--- src/sv/reply_frame_receiver_defines.svh ---
// Assertion macros for the reply receiver.
`ifndef REPLY_FRAME_RECEIVER_DEFINES_SVH
`define REPLY_FRAME_RECEIVER_DEFINES_SVH

// Checked on every rising edge outside of reset.
`define RFR_ASSERT(lbl, prop, msg) \
  lbl: assert property (@(posedge clk) disable iff (!rst_n) (prop)) else $error(msg);

// Checked on every rising edge, reset included.
`define RFR_ASSERT_ALWAYS(lbl, prop, msg) \
  lbl: assert property (@(posedge clk) (prop)) else $error(msg);

`endif

--- src/sv/rfr_pkg.sv ---
package rfr_pkg;

  // Number of words a hunt may consume before it gives up.
  localparam int HUNT_LIMIT = 128;
  localparam logic [7:0] HUNT_LIMIT_W = 8'(HUNT_LIMIT);
  // Reply length reported when the hunt runs out, before clipping.
  localparam logic [16:0] NO_REPLY_LEN = 17'(2 * HUNT_LIMIT);

  // Frame start sequence, first word first.
  localparam logic [15:0] MAGIC_WORDS [4] = '{16'h0204, 16'h1017, 16'h0119, 16'h0117};

  // Hunt sub-steps after the four magic words.
  localparam logic [2:0] MIDX_LENGTH = 3'd4;
  localparam logic [2:0] MIDX_STATUS = 3'd5;

  localparam logic [31:0] CRC_INIT = 32'hFFFF_FFFF;

  // Input item kinds.
  localparam logic IK_START = 1'b0;
  localparam logic IK_WORD  = 1'b1;

  // Result item kinds.
  localparam logic RK_PAYLOAD = 1'b0;
  localparam logic RK_FINAL   = 1'b1;

  // Configuration register indexes.
  localparam logic CFG_MAX_REPLY_BYTES  = 1'b0;
  localparam logic CFG_CRC_ERROR_STATUS = 1'b1;

  typedef enum logic [2:0] {
    PH_IDLE,
    PH_HUNT,
    PH_PAYLOAD,
    PH_CRC_HI,
    PH_CRC_LO
  } phase_t;

  typedef enum logic [1:0] {
    OC_STATUS_OK,
    OC_NO_REPLY,
    OC_BAD_LENGTH,
    OC_BAD_CRC
  } outcome_t;

endpackage

--- src/sv/rfr_crc.sv ---
// CRC-32 (reflected 0xEDB88320) update over one or two bytes of a word,
// high byte first.
module rfr_crc (
  input  logic [31:0] crc_in,
  input  logic [15:0] data,
  input  logic        two_bytes,
  output logic [31:0] crc_out
);

  function automatic logic [31:0] crc_byte(input logic [31:0] acc_in, input logic [7:0] b);
    logic [31:0] acc;
    acc = acc_in ^ {24'd0, b};
    for (int i = 0; i < 8; i++) begin
      if (acc[0]) begin
        acc = (acc >> 1) ^ 32'hEDB8_8320;
      end else begin
        acc = acc >> 1;
      end
    end
    return acc;
  endfunction

  logic [31:0] crc_hi;

  // High byte always goes in; the low byte only for a full word.
  always_comb begin
    crc_hi  = crc_byte(crc_in, data[15:8]);
    crc_out = two_bytes ? crc_byte(crc_hi, data[7:0]) : crc_hi;
  end

endmodule

--- src/sv/reply_frame_receiver.sv ---
// Reply frame receiver. A start item (in_tuser = 0) arms a hunt for the four-word
// magic sequence; reply words (in_tuser = 1) are then parsed into length, status,
// payload and a CRC-32 trailer. Payload words come out with out_tuser = 0, and every
// finished reply ends with one outcome item (out_tuser = 1). One item is taken per
// clock unless the output stalls; an accepted word goes through an input register
// and its result then goes to the output register. The only stall is backpressure on
// the output register, which holds the input side off once both registers are full.
// Configuration writes are taken in any cycle and should only be made while idle.
`include "reply_frame_receiver_defines.svh"

module reply_frame_receiver (
  input  logic        clk,
  input  logic        rst_n,
  // Input items
  input  logic        in_tvalid,
  output logic        in_tready,
  input  logic [15:0] in_tdata,   // [15:0] reply_word
  input  logic        in_tuser,   // [0] kind
  // Result items
  output logic        out_tvalid,
  input  logic        out_tready,
  // [15:0] payload_word, [17:16] bytes_valid, [19:18] outcome,
  // [35:20] device_status, [51:36] reply_length, [55:52] zero
  output logic [55:0] out_tdata,
  output logic        out_tuser,  // [0] result_kind
  // Configuration writes
  input  logic        cfg_valid,
  output logic        cfg_ready,
  input  logic        cfg_index,
  input  logic [15:0] cfg_data
);

  import rfr_pkg::*;

  // Configuration registers.
  logic [15:0] max_bytes_r;
  logic [15:0] crc_err_status_r;

  // Input register.
  logic        s1_valid_r;
  logic        s1_kind_r;
  logic [15:0] s1_word_r;
  logic        s1_adv;

  // Parser state.
  phase_t      phase_r, phase_nxt;
  logic [2:0]  magic_idx_r, magic_idx_nxt;
  logic [7:0]  words_scanned_r, words_scanned_nxt;
  logic [15:0] length_r, length_nxt;
  logic [15:0] status_r, status_nxt;
  logic [15:0] bytes_rcvd_r, bytes_rcvd_nxt;
  logic [31:0] crc_r, crc_nxt;
  logic [15:0] crc_hi_r, crc_hi_nxt;

  // Output register.
  logic        out_valid_r;
  logic        out_kind_r;
  logic [15:0] out_payload_r;
  logic [1:0]  out_bytes_r;
  logic [1:0]  out_outcome_r;
  logic [15:0] out_status_r;
  logic [15:0] out_length_r;

  // Result of the current item.
  logic        emit;
  logic        res_kind;
  logic [15:0] res_payload;
  logic [1:0]  res_bytes;
  outcome_t    res_outcome;
  logic [15:0] res_status;
  logic [15:0] res_length;

  // CRC unit hookup.
  logic [31:0] crc_in;
  logic        crc_two;
  logic [31:0] crc_upd;

  // Helpers.
  logic [15:0] remain;
  logic [1:0]  valid_bytes;
  logic [15:0] bytes_sum;
  logic [7:0]  ws_inc;
  logic [16:0] len_even;
  logic [15:0] len_clip;
  logic [15:0] no_reply_len;
  logic [31:0] crc_got;

  assign cfg_ready = 1'b1;

  // Configuration write transfers.
  always_ff @(posedge clk) begin
    if (!rst_n) begin
      max_bytes_r      <= 16'hFFFF;
      crc_err_status_r <= 16'h0000;
    end else if (cfg_valid && cfg_ready) begin
      case (cfg_index)
        CFG_MAX_REPLY_BYTES:  max_bytes_r      <= cfg_data;
        CFG_CRC_ERROR_STATUS: crc_err_status_r <= cfg_data;
        default: ;
      endcase
    end
  end

  // The item in the input register moves on when the output register is free.
  assign s1_adv    = s1_valid_r && (!out_valid_r || out_tready);
  assign in_tready = !s1_valid_r || s1_adv;

  always_ff @(posedge clk) begin
    if (!rst_n) begin
      s1_valid_r <= 1'b0;
    end else if (in_tready) begin
      s1_valid_r <= in_tvalid;
    end
  end

  always_ff @(posedge clk) begin
    if (in_tvalid && in_tready) begin
      s1_kind_r <= in_tuser;
      s1_word_r <= in_tdata;
    end
  end

  // Payload byte accounting.
  assign remain      = length_r - bytes_rcvd_r;
  assign valid_bytes = (remain >= 16'd2) ? 2'd2 : 2'd1;
  assign bytes_sum   = bytes_rcvd_r + {14'd0, valid_bytes};
  assign ws_inc      = words_scanned_r + 8'd1;
  assign len_even    = ({1'b0, length_r} + 17'd1) & ~17'd1;
  assign len_clip    = (length_r > max_bytes_r) ? max_bytes_r : length_r;
  assign no_reply_len = (NO_REPLY_LEN > {1'b0, max_bytes_r}) ? max_bytes_r
                                                               : NO_REPLY_LEN[15:0];
  assign crc_got     = {crc_hi_r, s1_word_r};

  // The length word starts the CRC afresh; payload words may carry one byte.
  assign crc_in  = (phase_r == PH_HUNT && magic_idx_r == MIDX_LENGTH) ? CRC_INIT : crc_r;
  assign crc_two = (phase_r == PH_PAYLOAD) ? (valid_bytes == 2'd2) : 1'b1;

  rfr_crc u_crc (
    .crc_in    (crc_in),
    .data      (s1_word_r),
    .two_bytes (crc_two),
    .crc_out   (crc_upd)
  );

  // Frame parser: next state and result for the item in the input register.
  always_comb begin
    phase_nxt         = phase_r;
    magic_idx_nxt     = magic_idx_r;
    words_scanned_nxt = words_scanned_r;
    length_nxt        = length_r;
    status_nxt        = status_r;
    bytes_rcvd_nxt    = bytes_rcvd_r;
    crc_nxt           = crc_r;
    crc_hi_nxt        = crc_hi_r;
    emit              = 1'b0;
    res_kind          = RK_FINAL;
    res_payload       = 16'd0;
    res_bytes         = 2'd0;
    res_outcome       = OC_STATUS_OK;
    res_status        = 16'd0;
    res_length        = 16'd0;

    if (s1_adv) begin
      if (s1_kind_r == IK_START) begin
        phase_nxt         = PH_HUNT;
        magic_idx_nxt     = 3'd0;
        words_scanned_nxt = 8'd0;
        length_nxt        = 16'd0;
        status_nxt        = 16'd0;
        bytes_rcvd_nxt    = 16'd0;
        crc_nxt           = CRC_INIT;
        crc_hi_nxt        = 16'd0;
      end else begin
        case (phase_r)
          PH_HUNT: begin
            words_scanned_nxt = ws_inc;
            if (magic_idx_r < MIDX_LENGTH) begin
              // A mismatching word is not retried as the first magic word.
              if (s1_word_r != MAGIC_WORDS[magic_idx_r[1:0]]) begin
                magic_idx_nxt = 3'd0;
              end else begin
                magic_idx_nxt = magic_idx_r + 3'd1;
              end
            end else if (magic_idx_r == MIDX_LENGTH) begin
              length_nxt    = s1_word_r;
              crc_nxt       = crc_upd;
              magic_idx_nxt = MIDX_STATUS;
            end else begin
              status_nxt = s1_word_r;
              crc_nxt    = crc_upd;
            end

            if (ws_inc >= HUNT_LIMIT_W) begin
              // Hunt ran out, even on the status word.
              emit        = 1'b1;
              res_outcome = OC_NO_REPLY;
              res_length  = no_reply_len;
              phase_nxt   = PH_IDLE;
            end else if (magic_idx_r > MIDX_LENGTH) begin
              if (len_even > {1'b0, max_bytes_r}) begin
                emit        = 1'b1;
                res_outcome = OC_BAD_LENGTH;
                res_status  = s1_word_r;
                res_length  = len_clip;
                phase_nxt   = PH_IDLE;
              end else begin
                bytes_rcvd_nxt = 16'd0;
                phase_nxt      = (length_r == 16'd0) ? PH_CRC_HI : PH_PAYLOAD;
              end
            end
          end

          PH_PAYLOAD: begin
            crc_nxt        = crc_upd;
            bytes_rcvd_nxt = bytes_sum;
            if (bytes_sum >= length_r) begin
              phase_nxt = PH_CRC_HI;
            end
            emit        = 1'b1;
            res_kind    = RK_PAYLOAD;
            res_payload = s1_word_r;
            res_bytes   = valid_bytes;
          end

          PH_CRC_HI: begin
            crc_hi_nxt = s1_word_r;
            phase_nxt  = PH_CRC_LO;
          end

          PH_CRC_LO: begin
            emit       = 1'b1;
            res_status = status_r;
            res_length = length_r;
            if (status_r != crc_err_status_r && ~crc_r != crc_got) begin
              res_outcome = OC_BAD_CRC;
            end
            phase_nxt = PH_IDLE;
          end

          default: ;
        endcase
      end
    end
  end

  // Parser state registers.
  always_ff @(posedge clk) begin
    if (!rst_n) begin
      phase_r         <= PH_IDLE;
      magic_idx_r     <= 3'd0;
      words_scanned_r <= 8'd0;
      length_r        <= 16'd0;
      status_r        <= 16'd0;
      bytes_rcvd_r    <= 16'd0;
      crc_r           <= CRC_INIT;
      crc_hi_r        <= 16'd0;
    end else begin
      phase_r         <= phase_nxt;
      magic_idx_r     <= magic_idx_nxt;
      words_scanned_r <= words_scanned_nxt;
      length_r        <= length_nxt;
      status_r        <= status_nxt;
      bytes_rcvd_r    <= bytes_rcvd_nxt;
      crc_r           <= crc_nxt;
      crc_hi_r        <= crc_hi_nxt;
    end
  end

  // Output register: loaded on each advance, emptied by a transfer.
  always_ff @(posedge clk) begin
    if (!rst_n) begin
      out_valid_r <= 1'b0;
    end else if (s1_adv) begin
      out_valid_r <= emit;
    end else if (out_tready) begin
      out_valid_r <= 1'b0;
    end
  end

  always_ff @(posedge clk) begin
    if (s1_adv) begin
      out_kind_r    <= res_kind;
      out_payload_r <= res_payload;
      out_bytes_r   <= res_bytes;
      out_outcome_r <= res_outcome;
      out_status_r  <= res_status;
      out_length_r  <= res_length;
    end
  end

  assign out_tvalid = out_valid_r;
  assign out_tuser  = out_kind_r;
  assign out_tdata  = {4'd0, out_length_r, out_status_r, out_outcome_r, out_bytes_r,
                       out_payload_r};

  // Checks on the parser.
  `RFR_ASSERT(a_payload_bytes, (out_valid_r && out_kind_r == RK_PAYLOAD) |-> (out_bytes_r == 2'd1 || out_bytes_r == 2'd2), "payload result without valid bytes")
  `RFR_ASSERT(a_result_source, $rose(out_valid_r) |-> $past(s1_valid_r), "result appeared with no item in the input register")
  `RFR_ASSERT(a_payload_count, (phase_r == PH_PAYLOAD) |-> (bytes_rcvd_r < length_r), "payload phase with all bytes already received")
  `RFR_ASSERT_ALWAYS(a_hunt_count, (phase_r == PH_HUNT) |-> (words_scanned_r < HUNT_LIMIT_W), "hunt continued past its word limit")

endmodule

--- config.mk ---
export PLATFORM = sky130hd
export DESIGN_NAME = reply_frame_receiver
export DESIGN_NICKNAME = d
export VERILOG_FILES = /design/src/sv/rfr_pkg.sv /design/src/sv/rfr_crc.sv /design/src/sv/reply_frame_receiver.sv
export VERILOG_INCLUDE_DIRS = /design/src /design/src/sv
export SDC_FILE = /design/constraint.sdc
export NUM_CORES = 1
export LEC_CHECK = 0
export CORE_MARGIN = 2
export CORE_UTILIZATION = 50
export DETAILED_ROUTE_END_ITERATION = 10
export DONT_BUFFER_PORTS = 1
export PLACE_DENSITY = 0.74
export SYNTH_ARGS = -nofsm -noshare
export SYNTH_HDL_FRONTEND = slang
export SYNTH_SLANG_ARGS = --single-unit
--- constraint.sdc ---
create_clock -name clk -period 7.35 [get_ports clk]
set_clock_uncertainty 0.05 [all_clocks]
set_input_delay 0.735 -clock clk [delete_from_list [all_inputs] [get_ports clk]]
set_output_delay 0.735 -clock clk [all_outputs]
set_load 0.02 [all_outputs]
Word level (Yosys, flattened, before mapping)

Cells that the tools add are included.

Register bits after elaboration: 214
Input bits: 39
Output and inout port bits: 60
Logic and storage cells: 178

$add $sub $neg: 5
Magnitude comparators: 9
Eq/ne operators: 23
Multiplexer cells: 78
Bitwise operators: 21
Reduce and logical (&&, ||, !) cells: 22

Operators with widths:

| cell                  | count |
|---|---|
| $mux 32               | 20 |
| $mux 16               | 24 |
| $not 13->14           | 16 |
| $pmux 16 s2           | 3 |
| $pmux 32 s2           | 1 |
| $xor 32x8->32         | 2 |
| $bmux 16 s2           | 1 |
| $ne 16x16->1          | 2 |
| $ne 32x32->1          | 1 |
| $not 32->32           | 1 |
| $mux 3                | 9 |
| $add 16x1->17 const B | 1 |
| $gt 17x16->1          | 1 |
| $add 16x2->16         | 1 |
| $ge 16x16->1          | 1 |
| $ge 16x2->1 const B   | 1 |
| $gt 16x16->1          | 1 |
| $gt 9x16->1 const A   | 1 |
| $logic_not 16->1      | 1 |
| $mux 8                | 2 |
| $sub 16x16->16        | 1 |
| $mux 2                | 6 |
| $pmux 3 s4            | 1 |
| $reduce_and 4->1      | 3 |
| 30 further kinds      | 57 |

Logic depth before layout (Yosys ltp)

Gate-level depths: netlist of the first run.

Depth in word-level cells: 41
Depth in mapped cells: 29
Depth with buffers taken out: 28

Cells and area by module

A second synthesis of the first run with hierarchy kept.

Cell total of the unflattened synthesis: 1571
Area, all modules: 13995.9 µm²

Modules (own cells, without submodules):

| module               | instances | cells an instance | area an instance (µm²) |
|---|---|---|---|
| reply_frame_receiver | 1         | 1348              | 11763.8 |
| rfr_crc              | 1         | 223               | 2232.1 |

Worst setup path before layout of the first run

No wires, ideal clock.

Kind: reg2reg
Start point: reg length_r[0]
End point: reg phase_r[1]
Arrival time: 6.377 ns
Required time: 7.184 ns
Path slack: 0.807 ns
Stages on the path, launching flop included: 28
Period minus slack after synthesis: 6.543 ns
Cell sequence: dfxtp_1 inv_1 ha_1 fa_1 nand2b_1 a21oi_1 o31a_1 nor3_1 o21ai_0 or3b_1 or3_1 nor3b_1 ha_1 inv_1 fa_1 nor3_1 and3_1 clkbuf_1 nand3_1 nor2_1 xnor2_1 ha_1 a21o_1 a211oi_1 nand3_1 o311a_1 a31o_2 and3_1

Word-level cells in the longest chain between the ends: 7
Elaborated cells between the ends (all ways): 14
Those cells by class: 3 x add/sub; 3 x order compare; 1 x eq/ne; 6 x mux; 1 x reduce/logical

Ends and longest elaborated chain:

| item                       | RTL line                    | source |
|---|---|---|
| start, declared            | reply_frame_receiver.sv:49  | `logic [15:0] length_r, length_nxt;` |
| start signal, assigned     | reply_frame_receiver.sv:261 | `length_r <= length_nxt;` |
| $sub 16x16->16             | reply_frame_receiver.sv:124 | `assign remain = length_r - bytes_rcvd_r;` |
| $ge 16x2->1                | reply_frame_receiver.sv:125 | `assign valid_bytes = (remain >= 16'd2) ? 2'd2 : 2'd1;` |
| $mux 2                     | reply_frame_receiver.sv:125 |  |
| named net valid_bytes[0]   | reply_frame_receiver.sv:80  | `logic [1:0] valid_bytes;` |
| $add 16x2->16              | reply_frame_receiver.sv:126 | `assign bytes_sum = bytes_rcvd_r + {14'd0, valid_bytes};` |
| $ge 16x16->1               | reply_frame_receiver.sv:216 | `if (bytes_sum >= length_r) begin` |
| $ne 3x2->1 (no line)       | n/a                         |  |
| $reduce_and 4->1 (no line) | n/a                         |  |
| end signal, assigned       | reply_frame_receiver.sv:258 | `phase_r <= phase_nxt;` |
| end, declared              | reply_frame_receiver.sv:46  | `phase_t phase_r, phase_nxt;` |

The timed path passes the listed nets, and every way through them passes these cells. The select of a mux whose other input is x is not followed.
A chain may end at the register's enable or synchronous reset.

Final worst setup path of the first run

Same ends and word-level chain as after synthesis.

==> summary by stage, run 1 <==
Status
The flow ran to the end, and the final reports show no timing, DRC or antenna violations.

CTS
Clock latency on the worst-skew pair, taken at its later pin, is 0.53 ns. The root buffer cell chosen for the clock tree is sky130_fd_sc_hd__clkbuf_16. The number of sinks on the clock net is 214. Counting along the longest clock path gives a buffer depth of 3. The CTS buffer count is 24. The number of setup buffers added after CTS is 0. The total number of H-tree levels is 1. The count of hold-fix buffers inserted at cts is 0. Clock-pin slew was measured on the worst setup and hold paths at 0.06 ns. The CTS tree is done.

Timing
The highest clock frequency the design can meet is 0.1482 GHz. Setup repair after global routing left no endpoint under its margin. The final count of hold timing violations was 0. Setup violations remaining at the end of the flow were counted as 0. The total count of max-transition violations in the final report is 0. The clock period could shrink to 6.747 ns. The slew of the pin with the lowest slew margin is 1.227 ns. The final clock period utilization by the worst path is 91.79%.

On the final layout, the worst hold slack is 0.2531 ns. Adding up every negative setup slack in the final design gives 0 ns. In this run the tightest slew margin relative to its limit is 17.87%.

Synth
The dominant cell type by area after synthesis is sky130_fd_sc_hd__dfxtp_1. Summing the areas of all compound-gate instances in the mapped netlist gives 15.35% of the synthesized area. Summing the areas of all fa, ha and maj instances in the mapped netlist gives 6.643% of the synthesized area.

The predominant post-synthesis flop cell is sky130_fd_sc_hd__dfxtp_1. The mapped netlist covers 0.01398 sq mm. After synthesis, the share of flip-flops with an asynchronous set or reset is 0%. The post-synthesis share of cell area spent on and, or, nand and nor gates is 16.87%. The number of unique standard cell types used by synthesis is 75.

The xor-xnor portion of the synthesized cell area is 19.10%. Ranked by total cell area, the synthesized netlist is headed by sky130_fd_sc_hd__dfxtp_1 (21%), sky130_fd_sc_hd__edfxtp_1 (15%), sky130_fd_sc_hd__xnor2_1 (9.3%). The gate count of the mapped netlist is 1546. After synthesis, the largest family of logic cells by area is XOR/XNOR gates. The share of the Yosys chip area taken by registers is 35.67%. The number of enable-type register cells in the synthesized netlist is 70. The number of synthesis warnings is 0. The portion of synthesized cell area occupied by the leading cell type is 20.63%. A synthesized cell averages 9.040 sq um. The multiplexer fraction of the synthesized cell area is 1.647%. After synthesis the netlist holds a flip-flop and latch count of 214.

Cells and area
Summing all multi-input logic gate instances after layout gives 0.008359 sq mm. The repair_antennas step left the layout with diodes totalling 0. Across the whole layout, storage elements account for 0.004986 sq mm.

Leaving out filler cells and counting taps, the final layout contains 1895. The ratio of cells with drive above 1 in the final layout is 5.867%. The area growth from synthesis to layout is 8.084%.

The final core utilization is 54.67%. The number of filler instances in the final layout is 2485. The final net count is 1611.

Global routing
The via count of the first global-routing pass is 10860. After global routing the overflow that remains totals 0. The number of antenna violations at the first check in global routing is 0. The global-route usage over all layers is 26.88%. The first-pass GRT wire length is 61370 um. Entering global routing, the biggest net connects 116 pins.

Hold path
The hold path startpoint is in_tdata[6]. The path class of the tightest hold or removal check is input port to register.

Critical path
The start point of the critical path is length_r[0]$_SDFFE_PN0P_. Of all nets on the critical path, the largest fanout is 7. On the worst path, the slowest cell contributes a delay of 0.44 ns. The worst path buffer plus inverter count is 3.

The critical setup path kind is register to register. The worst register-to-register path begins at length_r[0]$_SDFFE_PN0P_. The endpoint arrival time on the critical path is 7.11 ns.

STA classifies the critical path endpoint as a register. The startpoint kind of the worst setup timing path is a register. The required time at the worst-slack endpoint is 7.71 ns. The slowest stage of the critical path belongs to the cell sky130_fd_sc_hd__fa_1. The most numerous cell type found on the critical path is sky130_fd_sc_hd__ha_1. Broken down by cell family, the worst path's largest delay share belongs to simple AND/OR/NAND/NOR gates.

Detailed routing
The total DRC errors in the routed layout is 0. After detailed routing, the number of vias per cell comes to 5.926. The remaining number of nets flagged by the antenna check after routing is 0. The number of iterations in the first detailed-routing pass is 5.

The number of violations reported at the end of detailed-routing iteration 0 is 1178. The detailed router placed 11230 vias in this run. The post-detailed-route wirelength per cell is 20.93 um. The total routed wirelength is 39660 um.

Pwr
The static leakage power is 0.005819 uW. The worst-case IR drop observed on VDD is 0.0004729 V. The power density over the cells is 460.0 mW/mm^2.

Floorplan
The floorplan step defined a core boundary enclosing 0.02763 sq mm. The die covers 0.02930 sq mm. The placement row count is 61. The initial standard-cell utilization of the core is 50.58%. The die is 171.2 um wide. 99 I/O pins were placed. The chip height is 171.2 um.

Place
The detailed placer's ending HPWL is 28790 um. During placement, the flow inserted port buffers numbering 0. Including well taps, the total number of placed cells is 1851. The weighted congestion reported at the end of routability-driven placement is 0.9507.

Job
The max-cap check violation count is 0.
==> layout make-up <==
cell class / instances / share of cell area, %
multi-input cells: 1178 / 55.34
flip-flops and latches: 214 / 33.01
clock buffers: 29 / 4.531
well taps: 378 / 3.131
inverters: 67 / 1.665
clock inverters: 15 / 1.632
repair buffers: 14 / 0.6958
==> metal layers <==
metal	vias to the layer above	wire [um]	global-route usage, %
met2	530	18070	43.27
met4	0	2100	13.12
met3	125	3111	4.234
met5	-	0	0
met1	5309	16380	35.27
li1	5265	-	-
==> flip-flops by register name, indices dropped and copies added (netlist names), 2 cells and up <==
register,count
crc_r,32
bytes_rcvd_r,16
crc_err_status_r,16
crc_hi_r,16
length_r,16
max_bytes_r,16
out_length_r,16
out_payload_r,16
out_status_r,16
s1_word_r,16
status_r,16
words_scanned_r,8
magic_idx_r,3
phase_r,3
out_bytes_r,2
out_outcome_r,2
==> Yosys cell counts (5+ instances only) <==
cell type,number
sky130_fd_sc_hd__buf_2,14
sky130_fd_sc_hd__a21oi_1,64
sky130_fd_sc_hd__xor2_1,93
sky130_fd_sc_hd__nand3_1,30
sky130_fd_sc_hd__o22ai_1,8
sky130_fd_sc_hd__and3_1,8
sky130_fd_sc_hd__edfxtp_1,70
sky130_fd_sc_hd__mux2i_1,23
sky130_fd_sc_hd__a32oi_1,17
sky130_fd_sc_hd__nand4_1,25
sky130_fd_sc_hd__nor2b_1,33
sky130_fd_sc_hd__and2_1,39
sky130_fd_sc_hd__o21ai_0,70
sky130_fd_sc_hd__buf_4,10
sky130_fd_sc_hd__inv_1,65
sky130_fd_sc_hd__or3_1,5
sky130_fd_sc_hd__clkbuf_1,61
sky130_fd_sc_hd__nand3b_1,9
sky130_fd_sc_hd__a22o_1,15
sky130_fd_sc_hd__a31oi_1,7
sky130_fd_sc_hd__xnor3_1,5
sky130_fd_sc_hd__a21boi_0,34
sky130_fd_sc_hd__o211ai_1,18
sky130_fd_sc_hd__ha_1,71
sky130_fd_sc_hd__o21a_1,10
sky130_fd_sc_hd__o21ai_1,6
sky130_fd_sc_hd__o22a_1,13
sky130_fd_sc_hd__nor3_1,19
sky130_fd_sc_hd__a21o_1,11
sky130_fd_sc_hd__xnor2_2,6
sky130_fd_sc_hd__xnor2_1,149
sky130_fd_sc_hd__nor2_1,117
sky130_fd_sc_hd__a211oi_1,9
sky130_fd_sc_hd__dfxtp_1,144
sky130_fd_sc_hd__xnor2_4,6
sky130_fd_sc_hd__nand2b_1,7
sky130_fd_sc_hd__nor4_1,17
sky130_fd_sc_hd__nand2_1,161
sky130_fd_sc_hd__a22oi_1,18
==> worst paths after layout <==
kind	to	slack, ns	cells after the start
min reg2reg	bytes_rcvd_r[14]$_SDFFE_PN0P_	0.43	2
max	phase_r[1]$_SDFFE_PN0P_	0.60	29
min	s1_word_r[6]$_DFFE_PP_	0.25	0
max reg2reg	phase_r[1]$_SDFFE_PN0P_	0.60	29
==> kinds of logic after synthesis <==
| family | count (synthesis) |
|---|---|
| other | 2 |
| multiplexers | 23 |
| adder cells (fa/ha/maj) | 73 |
| flip-flops | 214 |
| AND/OR/NAND/NOR | 488 |
| XOR/XNOR | 267 |
| buffers and inverters | 157 |
| AO/OA/AOI/OAI | 322 |
==> stage by stage <==
| step | worst slack (ns) | total power, uW | area, sq um |
|---|---|---|---|
| floorplan | 0.8073 | 4739 | 13990 |
| global placement | 0.6731 | 5400 | 14170 |
| detailed placement | 0.4679 | 5471 | 14170 |
| CTS | 0.4300 | 6903 | 15100 |
| global route | 0.02776 | 7267 | 15110 |
| finish | 0.6031 | 6948 | 15110 |
==> placed cells by master, fill, tap and decap left out, types with 23 or more instances in the layout <==
cell type                     n
sky130_fd_sc_hd__ha_1        71
sky130_fd_sc_hd__xor2_1      93
sky130_fd_sc_hd__a21oi_1     64
sky130_fd_sc_hd__edfxtp_1    70
sky130_fd_sc_hd__inv_1       64
sky130_fd_sc_hd__nand4_1     25
sky130_fd_sc_hd__dfxtp_1    143
sky130_fd_sc_hd__clkbuf_16   27
sky130_fd_sc_hd__and2_1      39
sky130_fd_sc_hd__nand2_1    161
sky130_fd_sc_hd__o21ai_0     68
sky130_fd_sc_hd__nand3_1     30
sky130_fd_sc_hd__nor2b_1     32
sky130_fd_sc_hd__mux2i_1     23
sky130_fd_sc_hd__a21boi_0    34
sky130_fd_sc_hd__xnor2_1    149
sky130_fd_sc_hd__nor2_1     117
==> power breakdown <==
part           internal (uW)  leakage (uW)  total, uW  switching, uW
sequential              1310       0.00189       1490            177
clock                    881      0.000452       1400            522
combinational           1900       0.00348       4060           2160
total                   4090       0.00582       6950           2860
==> what timing repair did <==
item,4_1_cts,5_1_grt
gates resized for setup,0,3
endpoints found under the hold margin,0,0
endpoints found under the setup margin,0,3
Power figures use the tool's default switching activity.
==> inputs of run 2 (changes only) <==
--- a/config.mk
+++ b/config.mk
@@ -10,7 +10,7 @@
 export CORE_UTILIZATION = 50
 export DETAILED_ROUTE_END_ITERATION = 10
 export DONT_BUFFER_PORTS = 1
-export PLACE_DENSITY = 0.74
+export PLACE_DENSITY = 0.68
 export SYNTH_ARGS = -nofsm -noshare
 export SYNTH_HDL_FRONTEND = slang
 export SYNTH_SLANG_ARGS = --single-unit
==> constraint.sdc (replaced) <==
create_clock -name clk -period 7.35 [get_ports clk]
set_clock_uncertainty 0.05 [all_clocks]
set_input_delay 1.8375 -clock clk [delete_from_list [all_inputs] [get_ports clk]]
set_output_delay 1.8375 -clock clk [all_outputs]
set_load 0.02 [all_outputs]
==> run 2 against run 1 <==
Fmax is 0.73% lower. Routed wire length up 0.49%. Die area stayed put. Non-clock buffer count down 3. Critical path type unchanged. Largest power group unchanged.
==> summary by stage, run 2 (same netlist as run 1, synthesis figures left out) <==
Status
Status: finished clean (unchanged).

CTS
The CTS tree was done (unchanged). The total number of H-tree levels is 1 (unchanged). The maximum clock path buffer count is 3 (unchanged). The CTS buffer count is 25 (was 24).

The clock tree root driver cell is sky130_fd_sc_hd__clkbuf_16 (unchanged). The clock latency reported for the late side of the worst-skew pair is 0.53 ns (about the same). The clock input transition at the sequential cells of the worst setup and hold paths is 0.06 ns (about the same). The count of hold-fix buffers inserted at cts was 0 (unchanged). The number of sinks on the clock net is 214 (unchanged).

Detailed routing
The number of violations reported at the end of detailed-routing iteration 0 was 1332 (was 1178). The number of vias after detailed routing is 11170 (was 11230). The remaining number of nets flagged by the antenna check after routing is 0 (unchanged). The post-detailed-route wirelength per cell is 21.04 um (was 20.93 um).

The total routed wirelength is 39850 um (was 39660 um). The average vias per placed instance is 5.896 (was 5.926). The number of iterations in the first detailed-routing pass was 6 (was 5).

The total DRC errors in the routed layout was 0 (unchanged).

Critical path
The endpoint arrival time on the critical path is 7.17 ns (was 7.11 ns). The critical setup path kind is register to register (unchanged). The startpoint kind of the worst setup timing path is a register (unchanged). The start point of the critical path is length_r[0]$_SDFFE_PN0P_ (unchanged). The required time at the worst-slack endpoint is 7.73 ns (was 7.71 ns). The count of cells along the worst register-to-register path came to 27 (was 29). The startpoint of the lowest-slack register-to-register path is length_r[0]$_SDFFE_PN0P_ (unchanged). The nature of the critical path endpoint was a register (unchanged). The maximum fanout along the worst path is 7 (unchanged).

Cells and area
The number of filler instances in the final layout is 2552 (was 2485). The flip-flop count of the largest register, all copies and words added is 32 (unchanged). The register bank with the most flops is crc_r (unchanged). The final design instance area without fill is 0.01503 sq mm (was 0.01511 sq mm). The most common cell after layout, fill and taps aside is sky130_fd_sc_hd__nand2_1 (unchanged). Commonest non-fill, non-tap cells in the layout: sky130_fd_sc_hd__nand2_1 (161), sky130_fd_sc_hd__xnor2_1 (149), sky130_fd_sc_hd__dfxtp_1 (144) (was sky130_fd_sc_hd__nand2_1 (161), sky130_fd_sc_hd__xnor2_1 (149), sky130_fd_sc_hd__dfxtp_1 (143)).

The ratio of cells with drive above 1 in the final layout is 5.545% (was 5.867%). The area growth from synthesis to layout is 7.565% (was 8.084%). The number of standard cells in the final layout excluding fillers is 1894 (was 1895).

The final net count is 1609 (was 1611).

Timing
The number of endpoints failing setup at the final stage is 0 (unchanged). The highest clock frequency the design can meet is 0.1471 GHz (was 0.1482 GHz). The final count of hold timing violations is 0 (unchanged). RSZ-0062 raised after global routing: no (unchanged). The final clock period utilization by the worst path was 92.47% (was 91.79%). The post-route worst setup slack was 0.5532 ns (was 0.6031 ns).

The total count of max-transition violations in the final report is 0 (unchanged). The final sum of negative setup slack is 0 ns (unchanged). The time the worst path needs with I/O delays and setup came to 6.797 ns (was 6.747 ns).

The relative slew slack is 16.57% (was 17.87%). The slew of the pin with the lowest slew margin is 1.251 ns (was 1.227 ns).

Floorplan
The chip height came to 171.2 um (unchanged). The width of the die was 171.2 um (unchanged). The placement row count is 61 (unchanged). The number of top-level design ports came to 99 (unchanged). The overall die area came to 0.02930 sq mm (unchanged).

The area of the placeable core is 0.02763 sq mm (unchanged). The initial standard-cell utilization of the core is 50.58% (unchanged).

Hold path
The hold path startpoint is bytes_rcvd_r[14]$_SDFFE_PN0P_ (was in_tdata[6]). The type of the tightest min-delay check is register to register (was input port to register). The number of cells on the worst hold path is 2 (was 0).

Pwr
The power dissipated by switching net loads is 2797 uW (was 2861 uW). The share of total power in the clock network came to 19.6% (was 20.2%). The overall power consumption came to 6807 uW (was 6948 uW).

The power density over the cells was 452.8 mW/mm^2 (was 460.0 mW/mm^2). The static leakage power came to 0.005779 uW (was 0.005819 uW). The fraction of power spent switching nets is 41.09% (was 41.18%). The power share of the combinational group is 58.5% (was 58.4%). The internal power of the cells was 4010 uW (was 4087 uW).

The maximum ir drop on the vdd rail is 0.0004491 V (was 0.0004729 V). The proportion of power drawn by flip-flops and latches is 22.0% (was 21.4%).

Global routing
The number of antenna violations at the first check in global routing came to 3 (was 0). The global-route usage over all layers is 26.96% (was 26.88%). The global-route congestion overflow total is 0 (unchanged).

The via count of the first global-routing pass is 10460 (was 10860). The largest net degree at the start of global routing is 116 (unchanged). The first-pass GRT wire length was 61180 um (was 61370 um).

Place
The cell total after placement is 1848 (was 1851). The weighted congestion reported at the end of routability-driven placement is 0.9400 (was 0.9507). The count of input and output buffers came to 0 (unchanged). The setup slack after placement is 0.4804 ns (was 0.4679 ns). The cell area after placement is 0.01415 sq mm (was 0.01417 sq mm). The detailed placer's ending HPWL is 28910 um (was 28790 um).

Job
The max-cap check violation count is 0 (unchanged).
==> run 2: worst max-delay path: stages, from the launching register on <==
cell and delay (ns):
sky130_fd_sc_hd__dfxtp_1 0.45, sky130_fd_sc_hd__inv_1 0.13, sky130_fd_sc_hd__ha_1 0.24, sky130_fd_sc_hd__fa_1 0.45, sky130_fd_sc_hd__nand2b_1 0.18, sky130_fd_sc_hd__a21oi_1 0.24
sky130_fd_sc_hd__o31a_1 0.22, sky130_fd_sc_hd__nor3_1 0.08, sky130_fd_sc_hd__o21ai_0 0.13, sky130_fd_sc_hd__or3b_1 0.39, sky130_fd_sc_hd__or3_1 0.36, sky130_fd_sc_hd__nor3b_1 0.25
sky130_fd_sc_hd__buf_4 0.18, sky130_fd_sc_hd__ha_1 0.16, sky130_fd_sc_hd__inv_1 0.06, sky130_fd_sc_hd__fa_1 0.45, sky130_fd_sc_hd__nor3_2 0.19, sky130_fd_sc_hd__and3_2 0.28
sky130_fd_sc_hd__nand3_1 0.16, sky130_fd_sc_hd__nor2_1 0.16, sky130_fd_sc_hd__xnor2_1 0.15, sky130_fd_sc_hd__ha_1 0.28, sky130_fd_sc_hd__a21o_1 0.18, sky130_fd_sc_hd__a211oi_1 0.31
sky130_fd_sc_hd__nand3_1 0.14, sky130_fd_sc_hd__o311a_1 0.42, sky130_fd_sc_hd__a31o_2 0.25, sky130_fd_sc_hd__and3_1 0.15
==> run 2: what timing repair did <==
item                       in CTS  in global routing
setup endpoints to repair       0                  1
buffers inserted                0                  0
resized for setup               0                  2
==> run 2: worst paths after layout <==
| path | endpoint | slack (ns) |
|---|---|---|
| setup / recovery | phase_r[1]$_SDFFE_PN0P_ | 0.55 |
| setup reg to reg | phase_r[1]$_SDFFE_PN0P_ | 0.55 |
| hold / removal | bytes_rcvd_r[14]$_SDFFE_PN0P_ | 0.43 |
| hold reg to reg | bytes_rcvd_r[14]$_SDFFE_PN0P_ | 0.43 |
==> run 2: stage by stage <==
step	hold slack [ns]	utilization, %
4_1_cts	0.4320	54.38
5_1_grt	0.4505	54.41
6_report	0.4270	54.41
2_1_floorplan	0.3910	-
3_5_place_dp	0.4244	51.23
3_3_place_gp	0.3994	51.23
==> run 2: power groups by stage <==
stage	Combinational (uW)	Sequential [uW]	Clock (uW)
6_report	3980	1490	1330
3_3_place_gp	3880	1510	0
3_5_place_dp	3900	1510	0
2_1_floorplan	3340	1400	0
4_1_cts	3930	1490	1350
5_1_grt	4260	1500	1390
==> run 2: layer usage <==
| metal | part of all wire, % | vias to the layer above | track usage (%) |
|---|---|---|---|
| met5 | 0.033 | - | 0 |
| met4 | 4.3 | 2 | 10.54 |
| met3 | 8.2 | 112 | 4.280 |
| met2 | 44 | 508 | 42.39 |
| met1 | 44 | 5255 | 37.20 |
| li1 | - | 5290 | - |
==> run 2: area by class of cell <==
class	count	area, sq um	area share [%]
Clock buffer	27	633.1	4.211
Sequential cell	214	4985	33.16
Antenna cell	1	2.502	0.01665
Clock inverter	18	236.5	1.573
Timing Repair Buffer	11	82.58	0.5493
Multi-Input combinational cell	1178	8369	55.67
Inverter	67	251.5	1.673
Tap cell	378	473.0	3.146
